File: config.mk
export PLATFORM = sky130hd
export DESIGN_NAME = pb2a_queue
export DESIGN_NICKNAME = d
export VERILOG_FILES = /design/src/rtl/core/pb2a_pkg.sv /design/src/rtl/core/pb2a_queue.sv
export SDC_FILE = /design/constraint.sdc
export NUM_CORES = 1
export LEC_CHECK = 0
export BUFFER_PORTS_ARGS = -buffer_cell sky130_fd_sc_hd__buf_2
export CORE_MARGIN = 1.5
export CORE_UTILIZATION = 55
export DETAILED_ROUTE_END_ITERATION = 8
export GPL_ROUTABILITY_DRIVEN = 0
export HOLD_SLACK_MARGIN = 0.08
export PLACE_DENSITY_LB_ADDON = 0.3
export SKIP_CTS_REPAIR_TIMING = 1
export SLEW_MARGIN = 25
export SYNTH_ARGS = -nofsm -noshare
export SYNTH_HDL_FRONTEND = slang
export SYNTH_SLANG_ARGS = --single-unit
File: constraint.sdc
create_clock -name clk -period 2.3 [get_ports clk]
set_input_delay 0.115 -clock clk [delete_from_list [all_inputs] [get_ports clk]]
set_output_delay 0.115 -clock clk [all_outputs]
set_load 0.05 [all_outputs]
File: src/rtl/core/pb2a_pkg.sv
`default_nettype none
// ----------------------------------------------------------------------------
// pb2a_pkg: shared types and constants of the pixel block to ascii char block
// item formats, register indexes, back end states and the 70-level ramp
// ----------------------------------------------------------------------------
package pb2a_pkg;

    // parameter defaults
    localparam int MAX_COLUMNS_DEF     = 256;
    localparam int MAX_IMAGE_WIDTH_DEF = 4096;
    localparam int CHAR_LEVELS_DEF     = 70;

    // register widths
    localparam int IMG_W      = 13;
    localparam int BLK_W      = 7;
    localparam int COLS_W     = 9;
    localparam int CFG_DATA_W = 13;

    // register reset values
    localparam logic [IMG_W-1:0]  IMG_WIDTH_RST  = 13'd640;
    localparam logic [BLK_W-1:0]  BLK_WIDTH_RST  = 7'd8;
    localparam logic [BLK_W-1:0]  BLK_HEIGHT_RST = 7'd16;
    localparam logic [COLS_W-1:0] OUT_COLS_RST   = 9'd80;

    localparam int BLOCK_MAX = 64;

    // accumulation and division
    localparam int SUM_W = 20;
    localparam logic [SUM_W-1:0] SUM_MAX = '1;
    localparam int DIV_W = 20;
    localparam int FULL_SCALE_SHIFT = 8;
    localparam logic [7:0] ALPHA_OPAQUE = 8'hFF;
    // floor(x / 3) for x up to 765 as (x * 683) >> 11
    localparam int GRAY_RECIP = 683;
    localparam int GRAY_SHIFT = 11;

    // queue between front and back
    localparam int Q_DEPTH = 4;
    localparam int Q_PTR_W = 2;
    localparam int Q_CNT_W = 3;

    // ramp
    localparam int RAMP_SIZE = 70;
    localparam int QUO_W     = 7;

    typedef enum logic [1:0] {
        CFG_IMAGE_WIDTH,
        CFG_BLOCK_WIDTH,
        CFG_BLOCK_HEIGHT,
        CFG_OUT_COLUMNS
    } cfg_index_t;

    typedef struct packed {
        logic [7:0] red;
        logic [7:0] green;
        logic [7:0] blue;
        logic [7:0] alpha;
        logic       frame_start;
    } pixel_t;

    typedef struct packed {
        logic [7:0] char_code;
        logic       end_of_row;
    } char_t;

    typedef struct packed {
        logic [SUM_W-1:0] sum;
        logic             end_of_row;
    } cell_t;

    typedef struct packed {
        logic empty;
        logic nearly_full;
    } queue_status_t;

    typedef enum logic [1:0] {
        BK_IDLE,
        BK_MUL,
        BK_DIV,
        BK_DONE
    } back_state_t;

    // darkest to brightest
    localparam logic [7:0] RAMP [RAMP_SIZE] = '{
        8'h20, 8'h2E, 8'h27, 8'h60, 8'h5E, 8'h22, 8'h2C, 8'h3A, 8'h3B, 8'h49,
        8'h6C, 8'h21, 8'h69, 8'h3E, 8'h3C, 8'h7E, 8'h2B, 8'h5F, 8'h2D, 8'h3F,
        8'h5D, 8'h5B, 8'h7D, 8'h7B, 8'h31, 8'h29, 8'h28, 8'h7C, 8'h5C, 8'h2F,
        8'h74, 8'h66, 8'h6A, 8'h72, 8'h78, 8'h6E, 8'h75, 8'h76, 8'h63, 8'h7A,
        8'h58, 8'h59, 8'h55, 8'h4A, 8'h43, 8'h4C, 8'h51, 8'h30, 8'h4F, 8'h5A,
        8'h6D, 8'h77, 8'h71, 8'h70, 8'h64, 8'h62, 8'h6B, 8'h68, 8'h61, 8'h6F,
        8'h2A, 8'h23, 8'h4D, 8'h57, 8'h26, 8'h38, 8'h25, 8'h42, 8'h40, 8'h24
    };

endpackage
`default_nettype wire

File: src/rtl/core/pb2a_queue.sv
`default_nettype none
// ----------------------------------------------------------------------------
// pb2a_queue: short fifo of finished cell sums
// decouples the pixel front end from the divider back end
// ----------------------------------------------------------------------------
module pb2a_queue
    import pb2a_pkg::*;
(
    input  wire logic     clk,
    input  wire logic     rst_n,
    input  wire logic     push,
    input  cell_t         push_data,
    input  wire logic     pop,
    output cell_t         pop_data,
    output queue_status_t status
);

    cell_t               slots [Q_DEPTH];
    logic [Q_PTR_W-1:0]  wr_ptr_reg;
    logic [Q_PTR_W-1:0]  rd_ptr_reg;
    logic [Q_CNT_W-1:0]  count_reg;

    always_ff @(posedge clk)
    begin
        if (push)
        begin
            slots[wr_ptr_reg] <= push_data;
        end
    end

    always_ff @(posedge clk or negedge rst_n)
    begin
        if (!rst_n)
        begin
            wr_ptr_reg <= '0;
            rd_ptr_reg <= '0;
            count_reg  <= '0;
        end
        else
        begin
            if (push)
            begin
                wr_ptr_reg <= wr_ptr_reg + Q_PTR_W'(1);
            end
            if (pop)
            begin
                rd_ptr_reg <= rd_ptr_reg + Q_PTR_W'(1);
            end
            if (push && !pop)
            begin
                count_reg <= count_reg + Q_CNT_W'(1);
            end
            else if (pop && !push)
            begin
                count_reg <= count_reg - Q_CNT_W'(1);
            end
        end
    end

    assign pop_data           = slots[rd_ptr_reg];
    assign status.empty       = (count_reg == '0);
    // one slot is kept for the item still in the front end's second stage
    assign status.nearly_full = (count_reg >= Q_CNT_W'(Q_DEPTH - 1));

    a_no_overflow: assert property (@(posedge clk) disable iff (!rst_n)
        (push && !pop) |-> (count_reg < Q_CNT_W'(Q_DEPTH)))
        else $error("cell queue overflow");

    a_no_underflow: assert property (@(posedge clk) disable iff (!rst_n)
        pop |-> (count_reg != '0 || $past(push)))
        else $error("cell queue popped while empty");

endmodule
`default_nettype wire

==> results of run 1 <==
-- power breakdown --
group / switching [W] / internal, W / total, W
registers: 0.000122 / 0.00218 / 0.00230
logic: 0.00157 / 0.000758 / 0.00233
clock network: 0.000499 / 0.000493 / 0.000992
-- cell usage after synthesis --
cell type	number	area (sq um)
mux4_2	18	405.4
fa_1	1	20.02
and2_1	4	25.02
a21o_1	1	7.510
inv_1	4	15.01
mux2_2	1	11.26
mux4_1	3	78.83
nor3_1	1	5.000
buf_12	2	40.04
xnor2_1	2	17.52
edfxtp_1	84	2522
dfrtp_1	7	175.2
nor2_1	1	3.750
o21ai_0	1	5.000
nand2_1	2	7.510
buf_6	1	11.26
xor2_1	4	35.03
buf_2	2	10.01
ha_1	5	62.56
-- worst reg2reg max path, stage by stage (launching register included) --
cell and delay [ps]:
dfrtp_1 410, inv_1 100, ha_1 140, and2_1 130, buf_4 320
-- final cells by class --
type / count / area, sq um
Timing Repair Buffer: 81 / 550.5
Inverter: 4 / 15.01
Tap cell: 75 / 93.84
Clock inverter: 6 / 56.30
Sequential cell: 91 / 2698
Fill cell: 378 / 1765
Clock buffer: 10 / 127.6
Multi-Input combinational cell: 44 / 684.4
-- how the worst max path moves through the flow --
stage | startpoint | to | slack, ps
floorplan | count_reg[0] | status[1] | 660
global placement | rd_ptr_reg[0] | pop_data[12] | 830
detailed placement | rd_ptr_reg[0] | pop_data[1] | 780
CTS | rd_ptr_reg[0] | pop_data[1] | 390
global route | rd_ptr_reg[0] | pop_data[1] | 360
finish | rd_ptr_reg[0] | pop_data[1] | 430
-- per-stage QoR --
stage | cells | util
4_1_cts | 287 | 0.6652
3_5_place_dp | 271 | 0.6345
5_1_grt | 311 | 0.7053
6_report | 311 | 0.7053
2_1_floorplan | 144 | -
3_3_place_gp | 271 | 0.6345
-- per-layer routing --
layer | vias up | track usage
met5 | - | 0
met1 | 848 | 0.2024
met2 | 50 | 0.3228
met3 | 7 | 0.04615
li1 | 761 | -
met4 | 0 | 0.07458
-- cells by family (layout without fill, tap and decap cells) --
group | after synthesis | in the layout | share of synthesized area
DFF | 91 | 91 | 0.7800
muxes | 22 | 22 | 0.1433
buffers and inverters | 9 | 101 | 0.02207
and+or+nand+nor | 8 | 8 | 0.01194
adders and majority gates | 6 | 6 | 0.02388
xor gates and xnor gates | 6 | 6 | 0.01520
AOI/OAI and AO/OA | 2 | 2 | 0.003617
==> metrics.txt, run 1 <==
status=complete, no violations; IO Port Bufs=47; leak pwr=between 1.5 and 2 nW; critical path's slowest cell=mux4_1; Post-Syn Area=3458 sq um; Tot GR Track Use=0.1796; TNS Setup=0 ps; Critical Path Start Type=flop; worst hold path type=in2async; core outline area=5991 sq um; Cell Chain, Critical Path=buf_4 > mux4_1 > buf_2; clock sink count=between 90 and 100; global route total overflow=0; crit path max fanout=11; crit path DAT=approximately 1800 ps; pre-CTS setup slack=about 780 ps; initial core utilization=0.5773; crit path kind=reg2out; met2 routed WL=around 3200 um; total CTS buffers=9; antenna viol nets, final=0; normalized max-slew margin=0.7794; pin count of the biggest net entering global routing=22; via/cell ratio=about 5.4; max layer used=met4; Skew-Pair Late Insertion Delay=roughly 350 ps; syn nets=175; R2R depth=4; Tot Pwr=between 0.005 and 0.006 W; sequential fraction of the synthesis area=0.7800; Post-Place Cell Area=about 3800 sq um; Final period util=0.8129; P&R area growth vs syn=22.18%; first-pass GRT wire length=8231 um; WP depth=3; Worst Slack Setup Final=~430 ps; nets=approximately 260; share of layout cells above drive strength 1=0.3771; Pins Over Slew Limit=0; DR pass1 iterations=4; most frequent cells in the layout=edfxtp_1 (84), buf_2 (47), dlygate4sd3_1 (24); crit path buf inv count=2; FF-to-FF setup slack=~880 ps; Setup-failing EPs final=0; worst slew pin tran=roughly 330 ps; met3 routed WL=approximately 240 um; vias in the first global route=1685; # DRC=0; most common cell after layout, fill and taps aside=edfxtp_1; dpl hpwl=3611 um; WL/cell=approximately 18 um; number of synthesized register bits=between 90 and 100; Synth Warn #=0; Site Rows=28; max reg flops=84; FF-to-FF Start=wr_ptr_reg[1]; R2R Path End=slots[1][5]; Final Cell Area=4225 sq um; vias=1666; Final Hold Vio Count=0; Post-Syn Instances=144; CTS root buffer=clkbuf_8; io pins=48; Metal-1 WL=between 2000 and 2500 um; Worst-path clk slew=~80 ps; synth unique cells=19; CP required=between 2000 and 2500 ps; RSZ-0062 raised after global routing=no; die area=6772 sq um; H-Tree Depth=3; syn avg cell area=about 24 sq um; delay-heaviest family, CP=multiplexers; maxcap violations=0; Max Buffers Root-to-Sink=2; n_diodes=0; Die Y-Extent=a little over 80 um; Setup Skew=between 8 and 9 ps; Initial DRC Count=37; worst ir drop on vdd=between 0.0007 and 0.0008 V; pwr dens=between 1000 and 1500 nW/um^2; Post-Route WL=about 5700 um; CTS tree=done; Max Freq=534.9 MHz; max incr delay on CP=about 580 ps; min Tclk post-route=1870 ps; Die W=~82 um; initial antenna violation count=0; CP Capture Type=output pin; Hold Slack=roughly 140 ps
Note: power is estimated with default switching activity, not from simulation.
==> inputs of run 2 (changes only) <==
ABC_AREA = 1   (was unset)
clock period = 1.9 ns   (was 2.3 ns; I/O delays follow)
==> metrics.txt, run 2 <==
initial core utilization=0.5738 (was 0.5773); Synth area leaders=edfxtp_1 (64%), o211ai_2 (6.7%), nand2_1 (5.7%) (was edfxtp_1 (73%), mux4_2 (12%), dfrtp_1 (5.1%)); global route total overflow=0 (unchanged); top cells by count, synth=edfxtp_1 (84), nand2_1 (60), inv_1 (54), o211ai_1 (21), o211ai_2 (21) (was edfxtp_1 (84), mux4_2 (18), dfrtp_1 (7), ha_1 (5)); Final Cell Area=4790 sq um (was 4225 sq um); nets=410 (was 262); syn avg cell area=13.41 sq um (was 24.02 sq um); fin cells=480 (was 311); Synth Flop Type=edfxtp_1 (unchanged); H-Tree Depth=3 (unchanged); via/cell ratio=4.825 (was 5.357); CP Capture Type=output pin (unchanged); pre-CTS setup slack=394.9 ps (was 781.4 ps); Initial DRC Count=117 (was 37); Synth Warn #=0 (unchanged); max reg flops=84 (unchanged); max incr delay on CP=380 ps (was 580 ps); WL/cell=14.46 um (was 18.42 um); FF-to-FF Start=wr_ptr_reg[0] (was wr_ptr_reg[1]); synth unique cells=21 (was 19); Die W=87.65 um (was 82.30 um); min Tclk post-route=approximately 1800 ps; sequential fraction of the synthesis area=0.6844 (was 0.7800); vias=2316 (was 1666); Pins Over Slew Limit=0 (unchanged); CTS tree=done (unchanged); crit path kind=reg2out (unchanged); antenna viol nets, final=0 (unchanged); n_diodes=0 (unchanged); R2R Path End=slots[0][2] (was slots[1][5]); status=complete, no violations (unchanged); final core occ=0.6973 (was 0.7053); worst slew pin tran=342.5 ps (was 330.9 ps); DR pass1 iterations=4 (unchanged); number of synthesized register bits=91 (unchanged); area leader, netlist=edfxtp_1 (unchanged); worst ir drop on vdd=0.001014 V (was 0.0007243 V); die area=7683 sq um (was 6772 sq um); Skew-Pair Late Insertion Delay=350 ps (about the same); Tot GR Track Use=0.1869 (was 0.1796); critical path's slowest cell=dfrtp_1 (was mux4_1); initial antenna violation count=0 (unchanged); first-pass GRT wire length=10300 um (was 8231 um); Synth top area share=0.6400 (was 0.7294); WP depth=5 (was 3); Post-Syn Area=3941 sq um (was 3458 sq um); most frequent cell after synthesis=edfxtp_1 (unchanged); CP required=1800 ps (was 2180 ps); share of layout cells above drive strength 1=0.3047 (was 0.3771); syn nets=325 (was 175); Post-Route WL=6939 um (was 5729 um); placed cells=435 (was 271); vias in the first global route=2179 (was 1685); pwr dens=1688 nW/um^2 (was 1331 nW/um^2); dpl hpwl=4186 um (was 3611 um); Worst-path clk slew=80 ps (about the same); pin count of the biggest net entering global routing=49 (was 22); Die Y-Extent=87.65 um (was 82.30 um); FF-to-FF setup slack=500 ps (was 880 ps); Setup Skew=7.515 ps (was 8.607 ps); TNS Setup=0 ps (unchanged); maxcap violations=0 (unchanged); Critical Path Start Type=flop (unchanged); Setup-failing EPs final=0 (unchanged); Worst Slack Setup Final=104.1 ps (was 430.4 ps); Final Hold Vio Count=0 (unchanged); crit path max fanout=7 (was 11); Post-Syn Instances=294 (was 144); worst hold path type=in2async (unchanged); fraction of registers with async set/reset=0.07692 (unchanged); core outline area=6869 sq um (was 5991 sq um); most common cell after layout, fill and taps aside=edfxtp_1 (unchanged); Cell Chain, Critical Path=inv_1 > buf_4 > o211ai_2 > nand2_1 > buf_2 (was buf_4 > mux4_1 > buf_2); R2R depth=5 (was 4); IO Port Bufs=47 (unchanged); Final period util=0.9452; CTS root buffer=clkbuf_8 (unchanged); normalized max-slew margin=0.7714 (was 0.7794); # DRC=0 (unchanged); P&R area growth vs syn=21.52% (was 22.18%); crit path DAT=1700 ps (was 1750 ps); total CTS buffers=9 (unchanged); EDFF count, synth=84 (unchanged); Site Rows=30 (was 28); leak pwr=2.031 nW (was 1.548 nW); clock sink count=91 (unchanged); Max Buffers Root-to-Sink=2 (unchanged); Post-Place Cell Area=4279 sq um (was 3801 sq um); io pins=48 (unchanged); delay-heaviest family, CP=buffers and inverters (was multiplexers); Max Freq=about 560 MHz; RSZ-0062 raised after global routing=no (unchanged); crit path buf inv count=3 (was 2); layout filler cell count=474 (was 378); most frequent cells in the layout=edfxtp_1 (84), nand2_1 (60), inv_1 (54) (was edfxtp_1 (84), buf_2 (47), dlygate4sd3_1 (24))
[run 2: changes by cell type in the layout (fill, tap and decap cells not counted), moves of 5 or more]
cell | before | now
mux4_2 | 18 | 0
buf_4 | 10 | 15
o211ai_2 | 0 | 21
inv_1 | 4 | 54
nand2_2 | 0 | 18
o211ai_1 | 0 | 21
nand2_1 | 2 | 60
[run 2: report_power, final]
group	internal [W]	switching [W]	total, W
Combinational	0.00113	0.00274	0.00387
Sequential	0.00264	0.000197	0.00284
Clock	0.000775	0.000601	0.00138
[run 2: layout make-up]
type	count	area (sq um)	area share
sequential	91	2701	0.5640
multi-input combinational	134	897.1	0.1873
timing repair buffer	89	655.6	0.1369
inverter	54	202.7	0.04232
clock buffer	13	148.9	0.03109
tap	96	120.1	0.02508
clock inverter	3	63.81	0.01332
[run 2: kinds of logic after synthesis]
logic type      share of synthesized area
flops                              0.6844
simple gates                      0.08984
buf+inv                           0.08793
compound gates                     0.1079
fa+ha+maj                         0.02095
xor+xnor                         0.008891
[run 2: per-stage QoR]
step / hold slack [ps] / total power (W)
after floorplan: -200.6 / 0.005866
after global placement: -53.89 / 0.006480
after detailed placement: -50.23 / 0.006568
after CTS: -440.9 / 0.007948
after global routing: 112.6 / 0.008513
final: 117.7 / 0.008086
[run 2: routing by layer]
| layer | GRT usage | wire (um) |
|---|---|---|
| met1 | 0.2357 | 3030 |
| met4 | 0.07792 | 147 |
| met3 | 0.05561 | 265 |
| met2 | 0.3042 | 3495 |
| met5 | 0 | 0 |
[run 2: worst max-delay path by stage]
stage	startpoint	to	slack, ps
3_5_place_dp	rd_ptr_reg[0]	pop_data[7]	390
6_report	rd_ptr_reg[1]	pop_data[20]	100
4_1_cts	rd_ptr_reg[0]	pop_data[7]	1
2_1_floorplan	count_reg[0]	status[1]	280
5_1_grt	rd_ptr_reg[1]	pop_data[20]	20
3_3_place_gp	rd_ptr_reg[0]	pop_data[10]	460
