$ cat config.mk
export PLATFORM = sky130hd
export DESIGN_NAME = pb2a_back
export DESIGN_NICKNAME = d
export VERILOG_FILES = /design/src/rtl/core/pb2a_pkg.sv /design/src/rtl/core/pb2a_back.sv
export SDC_FILE = /design/constraint.sdc
export NUM_CORES = 1
export LEC_CHECK = 0
export ABC_AREA = 0
export BUFFER_PORTS_ARGS = -buffer_cell sky130_fd_sc_hd__buf_4
export CAP_MARGIN = 25
export CORE_AREA = 2 2 172 174
export DETAILED_ROUTE_END_ITERATION = 10
export DIE_AREA = 0 0 174 176
export GPL_TIMING_DRIVEN = 0
export HOLD_SLACK_MARGIN = 0.05
export PLACE_DENSITY_LB_ADDON = 0.12
export SLEW_MARGIN = 20
export SYNTH_ARGS = -nofsm -noshare
export SYNTH_HDL_FRONTEND = slang
export SYNTH_SLANG_ARGS = --single-unit
$ cat constraint.sdc
create_clock -name clk -period 4.2 [get_ports clk]
set_input_delay 0.63 -clock clk [delete_from_list [all_inputs] [get_ports clk]]
set_output_delay 0.63 -clock clk [all_outputs]
set_load 0.02 [all_outputs]
$ cat src/rtl/core/pb2a_pkg.sv
`default_nettype none
// ----------------------------------------------------------------------------
// pb2a_pkg: shared types and constants of the pixel block to ascii char block
// item formats, register indexes, back end states and the 70-level ramp
// ----------------------------------------------------------------------------
package pb2a_pkg;

    // parameter defaults
    localparam int MAX_COLUMNS_DEF     = 256;
    localparam int MAX_IMAGE_WIDTH_DEF = 4096;
    localparam int CHAR_LEVELS_DEF     = 70;

    // register widths
    localparam int IMG_W      = 13;
    localparam int BLK_W      = 7;
    localparam int COLS_W     = 9;
    localparam int CFG_DATA_W = 13;

    // register reset values
    localparam logic [IMG_W-1:0]  IMG_WIDTH_RST  = 13'd640;
    localparam logic [BLK_W-1:0]  BLK_WIDTH_RST  = 7'd8;
    localparam logic [BLK_W-1:0]  BLK_HEIGHT_RST = 7'd16;
    localparam logic [COLS_W-1:0] OUT_COLS_RST   = 9'd80;

    localparam int BLOCK_MAX = 64;

    // accumulation and division
    localparam int SUM_W = 20;
    localparam logic [SUM_W-1:0] SUM_MAX = '1;
    localparam int DIV_W = 20;
    localparam int FULL_SCALE_SHIFT = 8;
    localparam logic [7:0] ALPHA_OPAQUE = 8'hFF;
    // floor(x / 3) for x up to 765 as (x * 683) >> 11
    localparam int GRAY_RECIP = 683;
    localparam int GRAY_SHIFT = 11;

    // queue between front and back
    localparam int Q_DEPTH = 4;
    localparam int Q_PTR_W = 2;
    localparam int Q_CNT_W = 3;

    // ramp
    localparam int RAMP_SIZE = 70;
    localparam int QUO_W     = 7;

    typedef enum logic [1:0] {
        CFG_IMAGE_WIDTH,
        CFG_BLOCK_WIDTH,
        CFG_BLOCK_HEIGHT,
        CFG_OUT_COLUMNS
    } cfg_index_t;

    typedef struct packed {
        logic [7:0] red;
        logic [7:0] green;
        logic [7:0] blue;
        logic [7:0] alpha;
        logic       frame_start;
    } pixel_t;

    typedef struct packed {
        logic [7:0] char_code;
        logic       end_of_row;
    } char_t;

    typedef struct packed {
        logic [SUM_W-1:0] sum;
        logic             end_of_row;
    } cell_t;

    typedef struct packed {
        logic empty;
        logic nearly_full;
    } queue_status_t;

    typedef enum logic [1:0] {
        BK_IDLE,
        BK_MUL,
        BK_DIV,
        BK_DONE
    } back_state_t;

    // darkest to brightest
    localparam logic [7:0] RAMP [RAMP_SIZE] = '{
        8'h20, 8'h2E, 8'h27, 8'h60, 8'h5E, 8'h22, 8'h2C, 8'h3A, 8'h3B, 8'h49,
        8'h6C, 8'h21, 8'h69, 8'h3E, 8'h3C, 8'h7E, 8'h2B, 8'h5F, 8'h2D, 8'h3F,
        8'h5D, 8'h5B, 8'h7D, 8'h7B, 8'h31, 8'h29, 8'h28, 8'h7C, 8'h5C, 8'h2F,
        8'h74, 8'h66, 8'h6A, 8'h72, 8'h78, 8'h6E, 8'h75, 8'h76, 8'h63, 8'h7A,
        8'h58, 8'h59, 8'h55, 8'h4A, 8'h43, 8'h4C, 8'h51, 8'h30, 8'h4F, 8'h5A,
        8'h6D, 8'h77, 8'h71, 8'h70, 8'h64, 8'h62, 8'h6B, 8'h68, 8'h61, 8'h6F,
        8'h2A, 8'h23, 8'h4D, 8'h57, 8'h26, 8'h38, 8'h25, 8'h42, 8'h40, 8'h24
    };

endpackage
`default_nettype wire

$ cat src/rtl/core/pb2a_back.sv
`default_nettype none
// ----------------------------------------------------------------------------
// pb2a_back: divider back end
// scales a cell sum to a ramp level by restoring division and drives the output
// ----------------------------------------------------------------------------
module pb2a_back
    import pb2a_pkg::*;
#(
    parameter int CHAR_LEVELS = CHAR_LEVELS_DEF
) (
    input  wire logic             clk,
    input  wire logic             rst_n,
    input  queue_status_t         q_status,
    output logic                  q_pop,
    input  cell_t                 q_pop_data,
    input  wire logic [BLK_W-1:0] bw_eff,
    input  wire logic [BLK_W-1:0] bh_eff,
    output logic                  char_valid,
    input  wire logic             char_stall,
    output char_t                 char_data
);

    localparam int LW  = $clog2(CHAR_LEVELS + 1);
    localparam int NW  = SUM_W + LW;
    localparam int DSW = DIV_W + QUO_W;
    localparam int EW  = ((NW > DSW) ? NW : DSW) + 1;
    localparam int CL  = ((CHAR_LEVELS < RAMP_SIZE) ? CHAR_LEVELS : RAMP_SIZE) - 1;
    localparam int SW  = $clog2(QUO_W);

    back_state_t      state_reg, state_next;
    logic [SUM_W-1:0] cell_sum_reg, cell_sum_next;
    logic             eor_reg, eor_next;
    logic [EW-1:0]    rem_reg, rem_next;
    logic [EW-1:0]    dsh_reg, dsh_next;
    logic [SW-1:0]    step_reg, step_next;
    logic [QUO_W-1:0] quo_reg, quo_next;
    logic             ovf_reg, ovf_next;
    logic             out_valid_reg, out_valid_next;
    char_t            out_data_reg, out_data_next;
    logic [DIV_W-1:0] div_reg;

    logic [13:0]      area;
    logic [QUO_W-1:0] idx;

    // cell area, and 255 * cell area in div_reg, refreshed every cycle from the settled registers
    assign area = 14'(bw_eff) * 14'(bh_eff);

    always_ff @(posedge clk)
    begin
        div_reg <= (DIV_W'(area) << FULL_SCALE_SHIFT) - DIV_W'(area);
    end

    assign idx = (ovf_reg || (quo_reg > QUO_W'(CL))) ? QUO_W'(CL) : quo_reg;

    always_ff @(posedge clk or negedge rst_n)
    begin
        if (!rst_n)
        begin
            state_reg     <= BK_IDLE;
            out_valid_reg <= 1'b0;
        end
        else
        begin
            state_reg     <= state_next;
            out_valid_reg <= out_valid_next;
        end
    end

    always_ff @(posedge clk)
    begin
        cell_sum_reg <= cell_sum_next;
        eor_reg      <= eor_next;
        rem_reg      <= rem_next;
        dsh_reg      <= dsh_next;
        step_reg     <= step_next;
        quo_reg      <= quo_next;
        ovf_reg      <= ovf_next;
        out_data_reg <= out_data_next;
    end

    always_comb
    begin
        state_next     = state_reg;
        cell_sum_next  = cell_sum_reg;
        eor_next       = eor_reg;
        rem_next       = rem_reg;
        dsh_next       = dsh_reg;
        step_next      = step_reg;
        quo_next       = quo_reg;
        ovf_next       = ovf_reg;
        out_data_next  = out_data_reg;
        out_valid_next = out_valid_reg && char_stall;
        q_pop          = 1'b0;

        unique case (state_reg)
            BK_IDLE:
            begin
                if (!q_status.empty)
                begin
                    q_pop         = 1'b1;
                    cell_sum_next = q_pop_data.sum;
                    eor_next      = q_pop_data.end_of_row;
                    state_next    = BK_MUL;
                end
            end
            BK_MUL:
            begin
                rem_next   = EW'(NW'(cell_sum_reg) * NW'(CHAR_LEVELS));
                dsh_next   = EW'(div_reg) << (QUO_W - 1);
                step_next  = SW'(QUO_W - 1);
                quo_next   = '0;
                ovf_next   = 1'b0;
                state_next = BK_DIV;
            end
            BK_DIV:
            begin
                // quotient beyond the quotient width saturates to the top level
                if (step_reg == SW'(QUO_W - 1))
                begin
                    ovf_next = (rem_reg >= (dsh_reg << 1));
                end
                if (rem_reg >= dsh_reg)
                begin
                    rem_next           = rem_reg - dsh_reg;
                    quo_next[step_reg] = 1'b1;
                end
                dsh_next = dsh_reg >> 1;
                if (step_reg == '0)
                begin
                    state_next = BK_DONE;
                end
                else
                begin
                    step_next = step_reg - SW'(1);
                end
            end
            BK_DONE:
            begin
                if (!out_valid_reg || !char_stall)
                begin
                    out_data_next.char_code  = RAMP[idx];
                    out_data_next.end_of_row = eor_reg;
                    out_valid_next           = 1'b1;
                    state_next               = BK_IDLE;
                end
            end
            default:
            begin
                state_next = BK_IDLE;
            end
        endcase
    end

    assign char_valid = out_valid_reg;
    assign char_data  = out_data_reg;

    a_out_from_done: assert property (@(posedge clk) disable iff (!rst_n)
        $rose(out_valid_reg) |-> $past(state_reg == BK_DONE))
        else $error("character shown without a finished division");

endmodule
`default_nettype wire

==> results.py, run 1 <==
metrics = {
    "synth": {
        "synth_area_um2": 11400,
        "synth_seq_cells": 117,
        "ys.flop_type": "sky130_fd_sc_hd__edfxtp_1",
        "synth.avg_cell_area_um2": 9.35,
        "synth_async_sr_flop_share_pct": 2.56,
        "synthesis.nets": 1469,
        "post-synth-top-area-cell": "sky130_fd_sc_hd__edfxtp_1",
        "synth.area.top_cells": "sky130_fd_sc_hd__edfxtp_1 (25%), sky130_fd_sc_hd__ha_1 (19%), sky130_fd_sc_hd__fa_1 (7.2%), sky130_fd_sc_hd__inv_1 (5.5%), sky130_fd_sc_hd__dfxtp_1 (3.5%)",
        "synth_cells": 1218,
        "synth_enable_flop_cells": 94,
        "yosysWarningCount": 0,
        "synth-seq-area-share_pct": 29.0,
        "post_synth_num_cell_types": 80,
        "synth.top_cell.area_share_pct": 24.8,
    },
    "die": {
        "initial_utilization_pct": 39.9,
        "std_cell_rows": 62,
        "io_pins": 51,
        "floorplan.die_area_um2": 30600,
        "dieHeight_um": 176,
        "die_w_um": 174,
        "core_region_area_um2": 28500,
    },
    "placed_design": {
        "postPlaceCellArea_um2": 12400,
        "pre_cts_ws_ps": -1550,
        "gp_congestion": 0.884,
        "place_hpwl_mm": 21.1,
        "port_buffers": 48,
    },
    "route": {
        "viasPerCell": 5.28,
        "detailed_route_via_count": 9094,
        "routed-wl-met2_mm": 12.7,
        "wl_met1_mm": 13.6,
        "total_routed_length_mm": 27.5,
        "drt_drc_violations_left": 0,
        "firstDrtPassIters": 5,
        "maxUsedRoutingLayer": "met4",
        "wire_per_inst_um": 16.0,
        "drt_iter0_markers": 507,
        "detail-route-antenna-nets": 0,
        "wl_met3_um": 810,
    },
    "critical_path": {
        "worst_path_max_delay_cell": "sky130_fd_sc_hd__fa_1",
        "crit_type": "input pin to register",
        "timing.critical_path.fanout_max": 5,
        "crit_chain": "buf_8 > and2_4 > fa_1 > inv_1 > fa_1 > inv_2 > fa_1 > fa_1 > ha_4 > nand2_4 > o21bai_4 > a31oi_4 > a21o_1 > a21oi_2 > xor2_1 > ha_1 > a21o_1 > a21oi_2 > nand3_2 > buf_6 > a211oi_4 > xnor2_1",
        "critical-path-max-stage-delay_ps": 530,
        "path_delay_family": "adder cells",
        "crit_arrival_ps": 5380,
        "worstSetupStartpointType": "input pin",
        "worst-endpoint-required_ps": 4540,
        "critical_path.endpoint_type": "register",
        "critical-path-top-cell-by-count": "sky130_fd_sc_hd__fa_1",
        "cp_num_buf_inv": 4,
    },
    "clock_tree": {
        "cts_made_buffers": 17,
        "cts_tree": "built",
        "clock_sinks": 117,
        "cts_htree_levels": 4,
        "cts.reportedPaths.clkPinSlew_ps": 60,
        "cts_root_buf": "sky130_fd_sc_hd__clkbuf_16",
        "clkLatencyLatePin_ps": 430,
        "cts_buffer_depth": 2,
    },
    "sta": {
        "grt_setup_unrepaired": "yes",
        "timing.final.setup_violations": 11,
        "post-route-worst-setup-slack_ps": -838,
        "timing.final.crit_share_pct": 120,
        "achievable-frequency_ghz": 0.198,
        "slew_limit_headroom_pct": 47.3,
        "worst_clock_skew_ps": 11.2,
        "final_period_minus_worst_setup_slack_ps": 5040,
        "timing_hold_violations_final": 0,
        "tightest_slew_ps": 785,
        "finalMaxSlewViolations": 0,
    },
    "grt": {
        "number_of_global_route_vias_before_repair": 9035,
        "initial_antenna_violation_count": 0,
        "grt_overflow": 0,
        "track_usage_pct": 18.5,
        "pin_count_of_the_biggest_net_entering_global_routing": 30,
        "first_pass_grt_wire_length_mm": 45.6,
    },
    "final_layout": {
        "nNetsFinal": 1575,
        "drive_above_1_share_pct": 15.7,
        "finalCoreUtilization_pct": 47.4,
        "fillCellCount": 2788,
        "stdcell_area_um2": 13500,
        "antenna-diode-count": 0,
        "largest_register_ffs": 28,
        "areaGrowthSynthToFinish_pct": 18.9,
    },
    "run": {
        "timing.max_cap.violations": 0,
    },
    "run_status": {
        "failed_checks": "negative setup slack",
        "run_status": "finished with violations",
    },
    "min_path": {
        "hold_path_class": "input pin to register",
    },
}
## worst paths after layout
path | from | to | slack, ps | cells after the start
worst max-delay path | bh_eff[2] | div_reg[19]$_DFF_P_ | -840 | 22
worst min register to register | eor_reg$_DFFE_PP_ | char_data[0]$_DFFE_PP_ | 440 | 0
worst max register to register | cell_sum_reg[9]$_DFFE_PP_ | rem_reg[20]$_DFFE_PP_ | 220 | 15
max in group asynchronous | rst_n | state_reg[1]$_DFFE_PN0P_ | 3580 | 2
min in group asynchronous | rst_n | char_valid$_DFF_PN0_ | 520 | 2
worst min-delay path | q_pop_data[12] | cell_sum_reg[11]$_DFFE_PP_ | 370 | 1
## synth_stat cells, types with 3 or more instances
| cell | number |
|---|---|
| sky130_fd_sc_hd__o21bai_1 | 6 |
| sky130_fd_sc_hd__a211oi_1 | 14 |
| sky130_fd_sc_hd__buf_1 | 6 |
| sky130_fd_sc_hd__a21boi_0 | 5 |
| sky130_fd_sc_hd__and2_1 | 44 |
| sky130_fd_sc_hd__clkbuf_1 | 27 |
| sky130_fd_sc_hd__o21a_1 | 12 |
| sky130_fd_sc_hd__xnor2_1 | 26 |
| sky130_fd_sc_hd__a21o_1 | 38 |
| sky130_fd_sc_hd__o311ai_0 | 3 |
| sky130_fd_sc_hd__a211o_1 | 4 |
| sky130_fd_sc_hd__o2111ai_1 | 9 |
| sky130_fd_sc_hd__or3_1 | 6 |
| sky130_fd_sc_hd__nor2_1 | 68 |
| sky130_fd_sc_hd__nor2b_1 | 10 |
| sky130_fd_sc_hd__mux2_2 | 22 |
| sky130_fd_sc_hd__nand4_1 | 10 |
| sky130_fd_sc_hd__nand2b_1 | 6 |
| sky130_fd_sc_hd__nand3b_1 | 4 |
| sky130_fd_sc_hd__fa_1 | 41 |
| sky130_fd_sc_hd__xor2_1 | 32 |
| sky130_fd_sc_hd__edfxtp_1 | 94 |
| sky130_fd_sc_hd__nor4_1 | 5 |
| sky130_fd_sc_hd__o21ai_1 | 7 |
| sky130_fd_sc_hd__nand3_1 | 28 |
| sky130_fd_sc_hd__nand2_1 | 84 |
| sky130_fd_sc_hd__a31oi_1 | 17 |
| sky130_fd_sc_hd__and3_1 | 4 |
| sky130_fd_sc_hd__o211ai_1 | 20 |
| sky130_fd_sc_hd__inv_1 | 167 |
| sky130_fd_sc_hd__ha_1 | 170 |
| sky130_fd_sc_hd__mux2i_1 | 4 |
| sky130_fd_sc_hd__dfxtp_1 | 20 |
| sky130_fd_sc_hd__a21oi_1 | 75 |
| sky130_fd_sc_hd__nor3_1 | 18 |
| sky130_fd_sc_hd__o31ai_1 | 3 |
| sky130_fd_sc_hd__o21ai_0 | 54 |
| sky130_fd_sc_hd__dfrtp_1 | 3 |
## final cells by class
cell class	instances	area [um^2]	area share, %
inverters	168	631	4.66
clock buffers	22	551	4.06
repair buffers	88	729	5.39
plain buffers	33	128	0.942
well taps	384	480	3.55
multi-input cells	899	7650	56.5
clock inverters	10	75.1	0.554
flip-flops and latches	117	3300	24.4
## cell families (layout without fill, tap and decap cells)
family	count (synthesis)	in the layout	synth area share, %
compound gates	306	306	18.6
simple gates	296	296	12.6
fa+ha+maj	211	211	25.9
buf+inv	202	321	6.69
flops	117	117	29.0
xor+xnor	59	59	4.60
mux	26	26	2.53
other cells	1	1	0.0329
## cell usage in the layout (no fill, tap or decap), types with 5 or more instances in the layout
cell type / instances
sky130_fd_sc_hd__nor2_1: 66
sky130_fd_sc_hd__fa_1: 40
sky130_fd_sc_hd__a31oi_1: 16
sky130_fd_sc_hd__and2_4: 6
sky130_fd_sc_hd__nand3_1: 27
sky130_fd_sc_hd__ha_1: 162
sky130_fd_sc_hd__nand2_1: 81
sky130_fd_sc_hd__dfxtp_1: 20
sky130_fd_sc_hd__nand2b_1: 6
sky130_fd_sc_hd__o211ai_1: 20
sky130_fd_sc_hd__o2111ai_1: 8
sky130_fd_sc_hd__ha_4: 7
sky130_fd_sc_hd__buf_1: 6
sky130_fd_sc_hd__a21oi_1: 70
sky130_fd_sc_hd__xor2_1: 31
sky130_fd_sc_hd__o21ai_0: 50
sky130_fd_sc_hd__nor3_1: 17
sky130_fd_sc_hd__a21o_1: 38
sky130_fd_sc_hd__o21a_1: 12
sky130_fd_sc_hd__a21oi_2: 6
sky130_fd_sc_hd__and2_1: 38
sky130_fd_sc_hd__nor4_1: 5
sky130_fd_sc_hd__clkbuf_1: 26
sky130_fd_sc_hd__mux2_2: 22
sky130_fd_sc_hd__nor2b_1: 9
sky130_fd_sc_hd__or3_1: 5
sky130_fd_sc_hd__clkbuf_16: 22
sky130_fd_sc_hd__buf_4: 77
sky130_fd_sc_hd__a211oi_1: 12
sky130_fd_sc_hd__nand4_1: 10
sky130_fd_sc_hd__inv_1: 165
sky130_fd_sc_hd__edfxtp_1: 94
sky130_fd_sc_hd__xnor2_1: 24
sky130_fd_sc_hd__buf_6: 7
sky130_fd_sc_hd__o21ai_1: 9
## per-stage QoR
step | setup TNS [ps] | instances | hold slack, ps
CTS | -7430 | 1704 | 357
floorplan | -8420 | 1218 | 334
global placement | -23180 | 1650 | 427
finish | -7450 | 1721 | 374
global route | -9300 | 1721 | 357
detailed placement | -14710 | 1653 | 420
## metal layers
metal	vias to the layer above	GRT usage, %
met5	-	0
met1	4384	25.8
li1	4539	-
met2	140	29.7
met3	31	2.78
met4	0	5.25
## repair_timing
action                                 CTS  global route
setup endpoints to repair               11            22
resized for setup                       25            31
endpoints found under the hold margin    3             0
pin swaps                               30            25
hold buffers                             1             0
setup buffers                           18            18
Power of run 1 is left out: the tool's default activity adds up to more than one toggle a clock period on the data nets, which glitch-free logic cannot reach.
==> run 2: changes to the inputs <==
--- a/config.mk
+++ b/config.mk
@@ -9,10 +9,12 @@
 export BUFFER_PORTS_ARGS = -buffer_cell sky130_fd_sc_hd__buf_4
 export CAP_MARGIN = 25
 export CORE_AREA = 2 2 172 174
+export CTS_BUF_LIST = sky130_fd_sc_hd__clkbuf_8
 export DETAILED_ROUTE_END_ITERATION = 10
 export DIE_AREA = 0 0 174 176
 export GPL_TIMING_DRIVEN = 0
 export HOLD_SLACK_MARGIN = 0.05
+export MAX_ROUTING_LAYER = met4
 export PLACE_DENSITY_LB_ADDON = 0.12
 export SLEW_MARGIN = 20
 export SYNTH_ARGS = -nofsm -noshare
==> run 2 against run 1 <==
  * The flow still finishes with violations (negative setup slack)
  * Sequential cell count is the same
  * Global-route usage grew 0.39 points
  * Maximum frequency is essentially flat
  * Count of clock-buffer cells in the layout shrank 5
  * First-iteration DRC count grew 5.9%
  * Clock skew grew 7.0 ps
  * Worst setup slack gained 0.78 ps
  * Register-to-register slack is essentially flat
  * Cell count grew 0.29%
  * Largest cell class unchanged
==> results.py, run 2 (same netlist as run 1, synthesis figures left out) <==
metrics = {
    "run_status": {
        "run_status": "finished with violations",
        "failed_checks": "negative setup slack",
    },
    "sta": {
        "post-route-worst-setup-slack_ps": -838,
        "finalMaxSlewViolations": 0,
        "timing_hold_violations_final": 0,
        "achievable-frequency_ghz": 0.199,
        "tightest_slew_ps": 864,
        "final.hold.worst_slack_ps": 351,
        "final_period_minus_worst_setup_slack_ps": 5040,
        "worst_clock_skew_ps": 18.2,
        "timing.final.setup_violations": 12,
        "slew_limit_headroom_pct": 42.3,
        "grt_setup_unrepaired": "yes",
        "timing.final.crit_share_pct": 120,
    },
    "min_path": {
        "hold_path_class": "input pin to register",
        "worstHoldStart": "q_pop_data[0]",
        "holdPathEnd": "eor_reg$_DFFE_PP_",
        "whs_path_depth": 1,
    },
    "route": {
        "wire_per_inst_um": 16.1,
        "viasPerCell": 5.34,
        "drt_iter0_markers": 537,
        "total_routed_length_mm": 27.8,
        "detail-route-antenna-nets": 0,
        "detailed_route_via_count": 9222,
        "drt_drc_violations_left": 0,
        "firstDrtPassIters": 5,
    },
    "placed_design": {
        "port_buffers": 48,
        "gp_congestion": 0.897,
        "place_hpwl_mm": 21.3,
    },
    "final_layout": {
        "layout_common_cells": "sky130_fd_sc_hd__inv_1 (164), sky130_fd_sc_hd__ha_1 (160), sky130_fd_sc_hd__edfxtp_1 (94)",
        "areaGrowthSynthToFinish_pct": 17.6,
        "largest_register_ffs": 28,
        "antenna-diode-count": 0,
        "drive_above_1_share_pct": 16.5,
        "layout.cells.most_common": "sky130_fd_sc_hd__inv_1",
        "nNetsFinal": 1580,
    },
    "clock_tree": {
        "clkLatencyLatePin_ps": 450,
        "cts_tree": "built",
        "cts.reportedPaths.clkPinSlew_ps": 90,
        "cts_made_buffers": 17,
        "cts_buffer_depth": 2,
        "clock_sinks": 117,
        "cts_htree_levels": 4,
        "cts_root_buf": "sky130_fd_sc_hd__clkbuf_8",
    },
    "critical_path": {
        "worst-endpoint-required_ps": 4550,
        "crit_arrival_ps": 5390,
        "rrSetupSlack_ps": 230,
        "timing.critical_path.fanout_max": 4,
        "crit_type": "input pin to register",
        "critical_path.endpoint_type": "register",
        "critical_path.reg2reg.startpoint": "cell_sum_reg[8]$_DFFE_PP_",
        "worstSetupStartpointType": "input pin",
        "worstReg2RegEnd": "rem_reg[20]$_DFFE_PP_",
        "r2r_cells": 15,
    },
    "grt": {
        "track_usage_pct": 18.8,
        "number_of_global_route_vias_before_repair": 8868,
        "first_pass_grt_wire_length_mm": 45.1,
        "grt_overflow": 0,
        "pin_count_of_the_biggest_net_entering_global_routing": 30,
        "initial_antenna_violation_count": 0,
    },
    "die": {
        "die_w_um": 174,
        "floorplan.die_area_um2": 30600,
        "core_region_area_um2": 28500,
        "initial_utilization_pct": 39.9,
        "std_cell_rows": 62,
        "dieHeight_um": 176,
        "io_pins": 51,
    },
    "run": {
        "timing.max_cap.violations": 0,
    },
}
-- run 2: timing repair --
item	in CTS	in global routing
hold endpoints to repair	3	0
buffers inserted	17	24
hold buffers	1	0
pin swaps	26	41
endpoints found under the setup margin	11	20
resized for setup	28	34
-- run 2: worst max-delay path by stage --
stage / from / to / slack [ps] / depth (start not counted)
after global routing: bh_eff[3] / div_reg[17]$_DFF_P_ / -1020 / 22
final: bh_eff[3] / div_reg[17]$_DFF_P_ / -840 / 22
after detailed placement: bh_eff[1] / div_reg[19]$_DFF_P_ / -1510 / 20
after global placement: bh_eff[1] / div_reg[19]$_DFF_P_ / -1530 / 20
after CTS: bw_eff[5] / div_reg[17]$_DFF_P_ / -820 / 22
after floorplan: bh_eff[1] / div_reg[17]$_DFF_P_ / -1000 / 21
-- run 2: layout make-up --
class                   count  area (um^2)
multi-input cells         899         7670
well taps                 384          480
flip-flops and latches    117         3300
clock inverters            15          161
fillers                  2846        15200
inverters                 168          631
clock buffers              17          234
repair buffers             93          787
plain buffers              33          128
-- run 2: metrics by stage --
| stage | instance area (um^2) | TNS (ps) | utilization, % | instances | setup slack [ps] |
|---|---|---|---|---|---|
| floorplan | 11500 | -8420 | - | 1218 | -996 |
| global placement | 12300 | -23980 | 43.2 | 1650 | -1530 |
| detailed placement | 12400 | -14530 | 43.4 | 1653 | -1510 |
| CTS | 13100 | -6310 | 45.8 | 1703 | -821 |
| global route | 13400 | -9760 | 46.9 | 1726 | -1020 |
| finish | 13400 | -7490 | 46.9 | 1726 | -838 |
-- run 2: worst max-delay path, cell delays in order --
cell,delay [ps]
sky130_fd_sc_hd__buf_8,100
sky130_fd_sc_hd__and2_4,150
sky130_fd_sc_hd__fa_1,540
sky130_fd_sc_hd__inv_2,40
sky130_fd_sc_hd__fa_1,510
sky130_fd_sc_hd__inv_2,40
sky130_fd_sc_hd__fa_1,470
sky130_fd_sc_hd__fa_1,520
sky130_fd_sc_hd__ha_4,330
sky130_fd_sc_hd__nand2_4,60
sky130_fd_sc_hd__o21ai_4,160
sky130_fd_sc_hd__o211ai_1,130
sky130_fd_sc_hd__a21boi_2,190
sky130_fd_sc_hd__nor2_1,70
sky130_fd_sc_hd__xor2_1,180
sky130_fd_sc_hd__ha_1,320
sky130_fd_sc_hd__buf_4,110
sky130_fd_sc_hd__buf_4,120
sky130_fd_sc_hd__nand3_1,130
sky130_fd_sc_hd__o2111ai_2,250
sky130_fd_sc_hd__o41ai_4,120
sky130_fd_sc_hd__xnor2_1,220
-- run 2: metal layers --
layer	wire length [um]	GRT usage [%]
met2	13000	29.2
met4	359	4.69
met1	13500	26.3
met3	906	2.26
met5	0	-
Power of run 2 is left out for the same reason.
